**config.mk**
```make
export PLATFORM = sky130hd
export DESIGN_NAME = seven_segment_display_command_unit_top
export DESIGN_NICKNAME = d
export VERILOG_FILES = /design/src/sv/ssdcu_pkg.sv /design/src/sv/seven_segment_display_command_unit_top.sv /design/src/sv/ssdcu_decimal.sv
export VERILOG_INCLUDE_DIRS = /design/src /design/src/sv
export SDC_FILE = /design/constraint.sdc
export NUM_CORES = 1
export LEC_CHECK = 0
export BUFFER_PORTS_ARGS = -buffer_cell sky130_fd_sc_hd__buf_2
export CAP_MARGIN = 10
export CORE_UTILIZATION = 55
export CTS_BUF_LIST = sky130_fd_sc_hd__clkbuf_16
export CTS_CLUSTER_DIAMETER = 60
export CTS_CLUSTER_SIZE = 8
export DETAILED_ROUTE_END_ITERATION = 7
export GPL_TIMING_DRIVEN = 0
export MAX_ROUTING_LAYER = met4
export PLACE_DENSITY = 0.77
export SETUP_SLACK_MARGIN = 0.15
export SYNTH_ARGS = -nofsm -noshare
export SYNTH_HDL_FRONTEND = slang
export SYNTH_SLANG_ARGS = --single-unit
```
**constraint.sdc**
```tcl
create_clock -name clk -period 6.6 [get_ports clk]
set_input_delay 0.33 -clock clk [delete_from_list [all_inputs] [get_ports clk]]
set_output_delay 0.33 -clock clk [all_outputs]
set_load 0.01 [all_outputs]
```
**src/sv/seven_segment_display_command_unit_top_macros.svh**
```systemverilog
// Assertion macros for the seven-segment display command unit.
// Used by seven_segment_display_command_unit_top; expects clk and rst_n in scope.
`ifndef SEVEN_SEGMENT_DISPLAY_COMMAND_UNIT_TOP_MACROS_SVH
`define SEVEN_SEGMENT_DISPLAY_COMMAND_UNIT_TOP_MACROS_SVH

// Same-cycle implication, sampled on clk, off while in reset.
`define SSDCU_ASSERT_NOW(label, ante, cons) \
  label: assert property (@(posedge clk) disable iff (!rst_n) (ante) |-> (cons)) \
    else $error("ssdcu: same-cycle check failed");

// Next-cycle implication, sampled on clk, off while in reset.
`define SSDCU_ASSERT_NXT(label, ante, cons) \
  label: assert property (@(posedge clk) disable iff (!rst_n) (ante) |=> (cons)) \
    else $error("ssdcu: next-cycle check failed");

`endif

```
**src/sv/ssdcu_pkg.sv**
```systemverilog
// Shared types, command codes and the digit segment table of the
// seven-segment display command unit. No dependencies.
`default_nettype none

package ssdcu_pkg;

  typedef enum logic [1:0] {
    OP_SET_DECIMAL = 2'd0,
    OP_SET_RAW     = 2'd1,
    OP_SET_LED     = 2'd2,
    OP_UNKNOWN     = 2'd3
  } op_t;

  // Target codes: display for decimal and raw commands, LED for LED commands.
  localparam logic [1:0] TGT_SHORT = 2'd0;  // three-digit display or right LED
  localparam logic [1:0] TGT_LONG  = 2'd1;  // four-digit display or left LED

  localparam logic [31:0] LIMIT_THREE = 32'd1000;
  localparam logic [31:0] LIMIT_FOUR  = 32'd10000;

  localparam int SEG_W = 7;

  typedef struct packed {
    logic                fits_three;
    logic                fits_four;
    logic [3*SEG_W-1:0]  word_three;
    logic [4*SEG_W-1:0]  word_four;
  } dec_result_t;

  function automatic logic [SEG_W-1:0] seg_code(input logic [3:0] digit);
    logic [SEG_W-1:0] code;
    case (digit)
      4'd0:    code = 7'd119;
      4'd1:    code = 7'd65;
      4'd2:    code = 7'd59;
      4'd3:    code = 7'd107;
      4'd4:    code = 7'd77;
      4'd5:    code = 7'd110;
      4'd6:    code = 7'd126;
      4'd7:    code = 7'd67;
      4'd8:    code = 7'd127;
      4'd9:    code = 7'd111;
      default: code = 7'd0;
    endcase
    return code;
  endfunction

endpackage

`default_nettype wire

```
**src/sv/seven_segment_display_command_unit_top.sv**
```systemverilog
// Seven-segment display command unit: one command beat in, one result beat
// out. A command beat is registered, decoded against the held display words
// and LED flags, and its result lands in the output register while the state
// updates at the same edge. The unit takes one beat every clock; the only
// stall comes from out_tready, which drops in_tready in the same cycle once
// both the input register and the output register hold a beat.
// Results: out_tuser bit 0 is status (1 rejected), bit 1 is refresh (1 when
// accepted); out_tdata carries the three-digit word low and the four-digit
// word, including the LED bits, high. Both words show the state after the
// command, so a rejected command returns the unchanged words.
// Depends on ssdcu_pkg, ssdcu_decimal and the assertion macro header.
`default_nettype none
`include "seven_segment_display_command_unit_top_macros.svh"

module seven_segment_display_command_unit_top (
  input  wire logic        clk,
  input  wire logic        rst_n,
  input  wire logic        in_tvalid,
  output logic             in_tready,
  input  wire logic [31:0] in_tdata,   // [31:0] value
  input  wire logic [3:0]  in_tuser,   // [1:0] operation, [3:2] target
  output logic             out_tvalid,
  input  wire logic        out_tready,
  output logic [63:0]      out_tdata,  // [31:0] three_digit_word, [63:32] four_digit_word
  output logic [1:0]       out_tuser   // [0] status, [1] refresh
);

  logic        s1_valid_r;
  logic        s1_valid_nxt;
  logic [1:0]  s1_op_r;
  logic [1:0]  s1_tgt_r;
  logic [31:0] s1_value_r;
  logic        out_valid_r;
  logic        out_valid_nxt;
  logic        out_status_r;
  logic        out_refresh_r;

  logic [31:0] short_r;
  logic [31:0] short_nxt;
  logic [31:0] long_r;
  logic [31:0] long_nxt;
  logic        right_led_r;
  logic        right_led_nxt;
  logic        left_led_r;
  logic        left_led_nxt;

  logic        out_free;
  logic        advance;
  logic        in_beat;
  logic        ok;
  logic        led_on;
  ssdcu_pkg::op_t         op;
  ssdcu_pkg::dec_result_t dec;

  assign out_free  = !out_valid_r || out_tready;
  assign advance   = s1_valid_r && out_free;
  assign in_tready = !s1_valid_r || out_free;
  assign in_beat   = in_tvalid && in_tready;

  assign op     = ssdcu_pkg::op_t'(s1_op_r);
  assign led_on = |s1_value_r;

  ssdcu_decimal u_decimal (
    .value  (s1_value_r),
    .result (dec)
  );

  always_comb begin
    ok            = 1'b0;
    short_nxt     = short_r;
    long_nxt      = long_r;
    right_led_nxt = right_led_r;
    left_led_nxt  = left_led_r;
    case (op)
      ssdcu_pkg::OP_SET_DECIMAL: begin
        if (s1_tgt_r == ssdcu_pkg::TGT_SHORT && dec.fits_three) begin
          short_nxt = {11'd0, dec.word_three};
          ok        = 1'b1;
        end else if (s1_tgt_r == ssdcu_pkg::TGT_LONG && dec.fits_four) begin
          long_nxt = {right_led_r, {2{left_led_r}}, 1'b0, dec.word_four};
          ok       = 1'b1;
        end
      end
      ssdcu_pkg::OP_SET_RAW: begin
        if (s1_tgt_r == ssdcu_pkg::TGT_SHORT) begin
          short_nxt = s1_value_r;
          ok        = 1'b1;
        end else if (s1_tgt_r == ssdcu_pkg::TGT_LONG) begin
          long_nxt      = s1_value_r;
          right_led_nxt = s1_value_r[31];
          left_led_nxt  = &s1_value_r[30:29];
          ok            = 1'b1;
        end
      end
      ssdcu_pkg::OP_SET_LED: begin
        if (s1_tgt_r == ssdcu_pkg::TGT_SHORT) begin
          right_led_nxt = led_on;
          long_nxt[31]  = led_on;
          ok            = 1'b1;
        end else if (s1_tgt_r == ssdcu_pkg::TGT_LONG) begin
          left_led_nxt    = led_on;
          long_nxt[30:29] = {2{led_on}};
          ok              = 1'b1;
        end
      end
      default: begin
        ok = 1'b0;
      end
    endcase
  end

  always_comb begin
    if (in_beat) begin
      s1_valid_nxt = 1'b1;
    end else if (out_free) begin
      s1_valid_nxt = 1'b0;
    end else begin
      s1_valid_nxt = s1_valid_r;
    end
    out_valid_nxt = out_free ? s1_valid_r : out_valid_r;
  end

  always_ff @(posedge clk) begin
    if (!rst_n) begin
      s1_valid_r  <= 1'b0;
      out_valid_r <= 1'b0;
      short_r     <= '0;
      long_r      <= '0;
      right_led_r <= 1'b0;
      left_led_r  <= 1'b0;
    end else begin
      s1_valid_r  <= s1_valid_nxt;
      out_valid_r <= out_valid_nxt;
      if (advance) begin
        short_r     <= short_nxt;
        long_r      <= long_nxt;
        right_led_r <= right_led_nxt;
        left_led_r  <= left_led_nxt;
      end
    end
  end

  always_ff @(posedge clk) begin
    if (in_beat) begin
      s1_op_r    <= in_tuser[1:0];
      s1_tgt_r   <= in_tuser[3:2];
      s1_value_r <= in_tdata;
    end
    if (advance) begin
      out_status_r  <= !ok;
      out_refresh_r <= ok;
    end
  end

  // The words are the state registers; they only move with a new result.
  assign out_tvalid = out_valid_r;
  assign out_tdata  = {long_r, short_r};
  assign out_tuser  = {out_refresh_r, out_status_r};

  `SSDCU_ASSERT_NOW(a_status_refresh_excl, out_tvalid, out_tuser[0] != out_tuser[1])
  `SSDCU_ASSERT_NXT(a_reject_keeps_state, advance && !ok, $stable(short_r) && $stable(long_r))
  `SSDCU_ASSERT_NOW(a_right_led_bit, 1'b1, long_r[31] == right_led_r)
  `SSDCU_ASSERT_NOW(a_left_led_bits, left_led_r, long_r[30:29] == 2'b11)

endmodule

`default_nettype wire

```
**src/sv/ssdcu_decimal.sv**
```systemverilog
// Splits a value below ten thousand into decimal digits and renders the
// three- and four-digit segment words with leading zeros blanked. Uses ssdcu_pkg.
`default_nettype none

module ssdcu_decimal (
  input  wire logic [31:0]            value,
  output ssdcu_pkg::dec_result_t      result
);

  logic [13:0] v;
  logic [26:0] prod_ten;
  logic [26:0] prod_hund;
  logic [27:0] prod_thou;
  logic [10:0] q1;
  logic [7:0]  q2;
  logic [4:0]  q3;
  logic [13:0] rem0;
  logic [10:0] rem1;
  logic [7:0]  rem2;
  logic [3:0]  d0;
  logic [3:0]  d1;
  logic [3:0]  d2;
  logic [3:0]  d3;
  logic        show1;
  logic        show2;
  logic        show3;
  logic [ssdcu_pkg::SEG_W-1:0] seg0;
  logic [ssdcu_pkg::SEG_W-1:0] seg1;
  logic [ssdcu_pkg::SEG_W-1:0] seg2;
  logic [ssdcu_pkg::SEG_W-1:0] seg3;

  // Only values below ten thousand are ever accepted, so 14 bits suffice.
  assign v = value[13:0];

  // Quotients by 10, 100 and 1000 through scaled reciprocals; each is exact
  // for every value below 16384.
  assign prod_ten  = {13'd0, v} * 27'd6554;
  assign prod_hund = {13'd0, v} * 27'd5243;
  assign prod_thou = {14'd0, v} * 28'd8389;
  assign q1 = prod_ten[26:16];
  assign q2 = prod_hund[26:19];
  assign q3 = prod_thou[27:23];

  assign rem0 = v  - ({q1, 3'b000} + {2'b00, q1, 1'b0});
  assign rem1 = q1 - ({q2, 3'b000} + {2'b00, q2, 1'b0});
  assign rem2 = q2 - ({q3, 3'b000} + {2'b00, q3, 1'b0});
  assign d0 = rem0[3:0];
  assign d1 = rem1[3:0];
  assign d2 = rem2[3:0];
  assign d3 = q3[3:0];

  // A higher place is shown only when the value reaches it.
  assign show1 = v >= 14'd10;
  assign show2 = v >= 14'd100;
  assign show3 = v >= 14'd1000;

  assign seg0 = ssdcu_pkg::seg_code(d0);
  assign seg1 = show1 ? ssdcu_pkg::seg_code(d1) : '0;
  assign seg2 = show2 ? ssdcu_pkg::seg_code(d2) : '0;
  assign seg3 = show3 ? ssdcu_pkg::seg_code(d3) : '0;

  // The leftmost place sits in the lowest bits, the ones place in the highest.
  assign result.fits_three = value < ssdcu_pkg::LIMIT_THREE;
  assign result.fits_four  = value < ssdcu_pkg::LIMIT_FOUR;
  assign result.word_three = {seg0, seg1, seg2};
  assign result.word_four  = {seg0, seg1, seg2, seg3};

endmodule

`default_nettype wire

```
==> results of run 1 <==
logic make-up (layout without fill, tap and decap cells):
family	Yosys count	count (layout)	share of synthesized area [%]
adders and majority gates	374	374	42.91
DFF	106	106	19.10
buffers and inverters	326	546	9.443
AOI/OAI and AO/OA	293	293	14.51
and+or+nand+nor	251	251	9.558
xor gates and xnor gates	40	40	3.542
muxes	12	12	0.9358
sequential cells by signal, summed over array words and instances, names as in the netlist:
name	cells
s1_valid_r	1
left_led_r	1
s1_value_r	32
short_r	32
out_refresh_r	1
out_tvalid	1
long_r	32
out_status_r	1
op	2
s1_tgt_r	2
right_led_r	1
cells in the mapped netlist (all sizes together) (4+ instances only):
cell / number
a32o: 6
and2: 11
ha: 247
a21oi: 69
dfxtp: 68
a21boi: 4
o21a: 10
a31oi: 44
o21ai: 85
nand2: 85
a21o: 13
edfxtp: 38
xor2: 12
o211ai: 5
or3: 5
and4: 4
nand2b: 9
nor2b: 12
and3: 5
mux2i: 10
a211oi: 9
a221o: 6
nand4: 7
nor2: 42
buf: 5
clkbuf: 31
nor3: 18
a311oi: 7
xnor3: 5
nor4: 9
nand3b: 4
xnor2: 22
fa: 126
inv: 289
nand3: 33
area by class of cell:
| cell class | count | area [sq um] | area share [%] |
|---|---|---|---|
| Buffer | 36 | 163.9 | 1.010 |
| Clock buffer | 9 | 225.2 | 1.388 |
| Clock inverter | 7 | 76.32 | 0.4704 |
| Inverter | 290 | 1125 | 6.933 |
| Multi-Input combinational cell | 970 | 10350 | 63.77 |
| Sequential cell | 106 | 2502 | 15.42 |
| Tap cell | 319 | 399.1 | 2.460 |
| Timing Repair Buffer | 204 | 1386 | 8.545 |
routing by layer:
layer	track usage, %	vias to the layer above
li1	-	5159
met5	-	-
met4	13.73	0
met2	53.89	595
met3	6.397	152
met1	41.66	5508
what timing repair did:
item	CTS	global route
setup buffers	76	21
hold endpoints to repair	0	0
pin swaps	59	68
resized for setup	81	62
setup endpoints to repair	42	40
stage by stage:
| stage | hold WS, ns | worst slack (ns) |
|---|---|---|
| 3_5_place_dp | 0.4428 | -1.268 |
| 4_1_cts | 0.1440 | -0.4564 |
| 3_3_place_gp | 0.4414 | -1.199 |
| 2_1_floorplan | 0.4289 | 0.1366 |
| 6_report | 0.1487 | -0.5171 |
| 5_1_grt | 0.1435 | -0.7521 |
how the worst max path moves through the flow:
stage	startpoint	end	slack, ns	depth (start not counted)
after floorplan	s1_value_r[10]	short_r[1]	0.14	25
after global placement	s1_value_r[4]	short_r[0]	-1.20	28
after detailed placement	s1_value_r[4]	short_r[0]	-1.27	28
after CTS	s1_value_r[11]	short_r[1]	-0.46	28
after global routing	s1_value_r[6]	short_r[4]	-0.75	30
final	s1_value_r[11]	short_r[1]	-0.52	26
worst reg2reg max path: stages (launching register included):
cell,delay [ns]
edfxtp_1,0.53
buf_12,0.21
fa_1,0.45
ha_1,0.32
fa_1,0.50
fa_1,0.50
inv_1,0.05
fa_1,0.49
inv_2,0.05
ha_4,0.25
a21oi_2,0.19
nand2_1,0.18
a2111oi_4,0.25
mux2_4,0.33
and2_4,0.16
buf_6,0.13
inv_8,0.05
ha_4,0.18
xnor2_4,0.09
xnor2_2,0.15
xnor2_2,0.31
nor3_2,0.10
a211oi_4,0.44
xor2_4,0.37
xnor2_4,0.14
a221o_1,0.44
a31oi_1,0.21
==> results.md, run 1 <==
* Status: finished, violations left
* Failing checks: negative setup slack
* Worst-path maximum fanout at 6
* Post-Syn Instances at 1402
* Final Skew at between 0.007 and 0.008 ns
* Filler cells at 1719
* Setup ws final at -0.5171 ns
* Yosys reg bits at around 110
* TritonCTS clock tree: yes
* Row count at 56
* Initial antenna violation count at 0
* Mapped Nets at approximately 1800
* CTS Buf Count at 9
* Area share of the largest cell type after synthesis at a little under a quarter
* Buf/Inv on CP at 5
* Max-slew headroom at approximately 27%
* Area grow syn2layout at 23.81%
* Max incr delay on CP at between 0.5 and 0.6 ns
* H-tree Lvls at 3
* Worst-path clk slew at ~0.07 ns
* Die X-Extent at 156.4 um
* Worst-Skew Late Latency at about 0.35 ns
* Cell family with most CP delay: adder cells
* Final Cell Area at approximately 16000 sq um
* Post-synth cell types at 84
* CTS Hold Bufs at 0
* DR top layer: met4
* DR iter-0 viols at 870
* Sink Count at approximately 110
* FF-to-FF End: short_r[1]
* Drt pass-1 iters at 5
* Cell Count, Final, Fillers Out at around 1900
* FFs w/ async S/R, synth at 0%
* R2r worst-path depth at 26
* Cell total after placement at 1828
* Syn avg cell area at 9.347 sq um
* Area of the mapped netlist at roughly 13000 sq um
* GP Congestion at roughly 0.95
* Io pins at between 100 and 150
* Reg2reg start: s1_value_r[11]
* Min-delay src: in_tdata[29]
* Vias in the first global route at 11516
* CTS Buffer Depth at 2
* CP Class: reg2reg
* Worst Hold Endpoint: s1_value_r[29]
* Core ar. at approximately 23000 sq um
* M1 WL at ~16 mm
* Synth warn at 0
* CP Launch Type: register
* Hold Crit Class: in2reg
* N_diodes at 0
* Final setup violation count at 21
* Final Max Slew Viols at 0
* Fin. Hold Viols at 0
* Fmax at 0.1405 GHz
* Routed wl met3 at approximately 3.7 mm
* Sum Neg Setup Slack at -6.486 ns
* DR vias at between 10000 and 15000
* Total Die Area at roughly 24000 sq um
* # port buffers at 107
* CP max stage cell: edfxtp_1
* Total grt overflow at 0
* DP HPWL at 28.45 mm
* Residual DRC at 0
* Area after DPL at around 14000 sq um
* Period utilization at 107.8%
* R2R setup slack at -0.52 ns
* Post-synth top flop: dfxtp_1
* Met2 WL at ~19 mm
* Pin count of the biggest net entering global routing at 37
* Most frequent cells in the layout: 261 x inv_1, 204 x ha_1, 126 x fa_1
* Initial Util at between 50% and 60%
* Synth top area cells: ha_1 24%, fa_1 19%, dfxtp_1 10%, edfxtp_1 8.7%, inv_1 8.2%
* Seq/Total Area, Yosys at about a fifth
* Total Wirelength at about 40 mm
* Setup crit end kind: register
* Cell taking the most area after synthesis: ha_1
* Commonest non-fill, non-tap cell in the layout: inv_1
* Fin nets at around 2000
* Total GRT Usage at around a third
* Final ANT Viol Nets at 0
* CTS root buf: clkbuf_16
* Minimum clock period after layout at roughly 7 ns
* Hold Path Cell Cnt at 1
* Number of max-cap violations at 0
* Slew @ Worst Pin at 1.076 ns
* Data required time of the worst path at between 6 and 7 ns
* Final core occ at slightly below 70%
* First-pass GRT wire length at ~60 mm
* Vias per cell at around 5.9
* Die Y at between 150 and 200 um
* Unrepaired setup endpoints after global routing: true
* CP dominant cell by count: fa_1
* Crit path DAT at roughly 7.4 ns
* WL per Instance at between 20 and 25 um
* Number of flops mapped to enable cells by yosys at 38
* Share of cells above drive strength 1 at around 24%
Power of run 1 is not shown: default switching activity piles up to over one toggle a cycle in this logic, so the estimate is an artifact.
==> inputs of run 2 (changes only) <==
--- a/config.mk
+++ b/config.mk
@@ -6,7 +6,7 @@
 export SDC_FILE = /design/constraint.sdc
 export NUM_CORES = 1
 export LEC_CHECK = 0
-export BUFFER_PORTS_ARGS = -buffer_cell sky130_fd_sc_hd__buf_2
+export BUFFER_PORTS_ARGS = -buffer_cell sky130_fd_sc_hd__buf_4
 export CAP_MARGIN = 10
 export CORE_UTILIZATION = 55
 export CTS_BUF_LIST = sky130_fd_sc_hd__clkbuf_16
==> results.md, run 2 (same netlist as run 1, synthesis figures left out) <==
* Max incr delay on CP at 0.59 ns (was 0.53 ns)
* Core ar. at 23400 sq um (unchanged)
* WL per Instance at 21.48 um (was 20.59 um)
* CTS root buf: clkbuf_16 (unchanged)
* First-pass GRT wire length at 62.22 mm (was 60.39 mm)
* Die X-Extent at 156.4 um (unchanged)
* CP Class: reg2reg (unchanged)
* Row count at 56 (unchanged)
* Drt pass-1 iters at 7 (was 5)
* Initial Util at 55.99% (unchanged)
* Sum Neg Setup Slack at -5.570 ns (was -6.486 ns)
* CTS Buffer Depth at 2 (unchanged)
* Total grt overflow at 0 (unchanged)
* Reg2reg start: s1_value_r[8] (was s1_value_r[11])
* Total Die Area at 24450 sq um (unchanged)
* Io pins at 108 (unchanged)
* Data required time of the worst path at 6.88 ns (was 6.87 ns)
* Setup ws final at -0.4262 ns (was -0.5171 ns)
* # port buffers at 107 (unchanged)
* Initial antenna violation count at 0 (unchanged)
* Setup crit end kind: register (unchanged)
* Commonest non-fill, non-tap cell in the layout: inv_1 (unchanged)
* Fin nets at 2023 (was 2030)
* Vias in the first global route at 11871 (was 11516)
* CP dominant cell by count: ha_4 (was fa_1)
* Unrepaired setup endpoints after global routing: true (unchanged)
* Die Y at 156.4 um (unchanged)
* N_diodes at 0 (unchanged)
* Hold Crit Class: in2reg (unchanged)
* Worst-path clk slew at 0.08 ns (was 0.07 ns)
* DR iter-0 viols at 891 (was 870)
* Max-slew headroom at 31.39% (was 27.37%)
* Total Wirelength at 41.55 mm (was 39.97 mm)
* CP max stage cell: fa_1 (was edfxtp_1)
* Crit path from: s1_value_r[8] (was s1_value_r[11])
* Worst-Skew Late Latency at 0.36 ns (was 0.35 ns)
* CTS Buf Count at 9 (unchanged)
* Most frequent cells in the layout: 260 x inv_1, 198 x ha_1, 184 x buf_4 (was 261 x inv_1, 204 x ha_1, 126 x fa_1)
* GP Congestion at 0.9296 (was 0.9528)
* Biggest regs: long_r: 32 flops, s1_value_r: 32 flops, short_r: 32 flops (unchanged)
* Share of cells above drive strength 1 at 24.40% (was 24.04%)
* Min-delay src: in_tdata[30] (was in_tdata[29])
* Final ANT Viol Nets at 0 (unchanged)
* Cell Count, Final, Fillers Out at 1934 (was 1941)
* Status: finished, violations left (unchanged)
* Sink Count at 106 (unchanged)
* Area grow syn2layout at 25.63% (was 23.81%)
* Slew @ Worst Pin at 1.016 ns (was 1.076 ns)
* Minimum clock period after layout at 7.026 ns (was 7.117 ns)
* Final Cell Area at 16460 sq um (was 16220 sq um)
* TritonCTS clock tree: yes (unchanged)
* Number of max-cap violations at 0 (unchanged)
* Fmax at 0.1423 GHz (was 0.1405 GHz)
* Pin count of the biggest net entering global routing at 37 (unchanged)
* DR vias at 11601 (was 11414)
* Area after DPL at 14680 sq um (was 14420 sq um)
* Period utilization at 106.5% (was 107.8%)
* CP Launch Type: register (unchanged)
* Final setup violation count at 26 (was 21)
* Worst-path maximum fanout at 5 (was 6)
* Failing checks: negative setup slack (unchanged)
* Final Max Slew Viols at 0 (unchanged)
* Residual DRC at 0 (unchanged)
* Total GRT Usage at 34.90% (was 33.59%)
* Crit path DAT at 7.31 ns (was 7.39 ns)
* Cell total after placement at 1828 (unchanged)
* Fin. Hold Viols at 0 (unchanged)
* Final Skew at 0.008430 ns (was 0.007833 ns)
* Vias per cell at 5.998 (was 5.880)
* DP HPWL at 29.66 mm (was 28.45 mm)
* R2R setup slack at -0.43 ns (was -0.52 ns)
* Filler cells at 1769 (was 1719)
* H-tree Lvls at 3 (unchanged)
==> run 2: changes by cell type in the layout (fill, tap and decap cells not counted), moves of 3 or more <==
cell / change
ha_1: -6
ha_4: +7
buf_6: -3
buf_2: -107
nor2_2: +3
buf_4: +104
==> run 2: area by class of cell <==
cell class                      count  area [sq um]  share of cell area, %
Buffer                             36         162.7                 0.9881
Clock buffer                       10         250.2                  1.520
Clock inverter                      6         56.30                 0.3420
Inverter                          290          1120                  6.802
Multi-Input combinational cell    970         10390                  63.14
Sequential cell                   106          2502                  15.20
Tap cell                          319         399.1                  2.425
Timing Repair Buffer              197          1578                  9.584
==> run 2: repair_timing <==
item,4_1_cts,5_1_grt
pin swaps,51,33
setup endpoints to repair,42,42
gates resized for setup,96,45
buffers inserted,74,16
hold buffers,0,0
==> run 2: worst paths after layout <==
| kind | to | cells after the start |
|---|---|---|
| max | short_r[4] | 29 |
| min | s1_value_r[30] | 1 |
| max reg2reg | short_r[4] | 29 |
| min reg2reg | short_r[26] | 2 |
==> run 2: critical path: cells and delay by family, from the launching register on <==
| kind | cells | cell delay (ns) |
|---|---|---|
| adder cells (fa/ha/maj) | 8 | 2.71 |
| XOR/XNOR | 4 | 0.90 |
| AND/OR/NAND/NOR | 5 | 0.53 |
| buffers and inverters | 6 | 0.70 |
| flip-flops | 1 | 0.53 |
| AO/OA/AOI/OAI | 6 | 1.57 |
==> run 2: per-layer routing <==
metal / track usage [%] / part of all wire, % / routed length [um] / vias up
met1: 42.18 / 38 / 15950 / 5639
met3: 4.569 / 8.3 / 3428 / 180
met5: - / 0 / 0 / -
met2: 58.14 / 48 / 20110 / 611
met4: 15.87 / 5.0 / 2063 / 0
li1: - / - / - / 5171
==> run 2: metrics by stage <==
stage | hold slack [ns] | setup slack, ns | utilization, %
3_3_place_gp | 0.4457 | -1.239 | 62.74
3_5_place_dp | 0.4478 | -1.328 | 62.75
2_1_floorplan | 0.4289 | 0.1366 | -
5_1_grt | 0.1366 | -0.6578 | 70.34
6_report | 0.1448 | -0.4262 | 70.34
4_1_cts | 0.1438 | -0.3327 | 68.73
Power of run 2 is left out for the same reason.
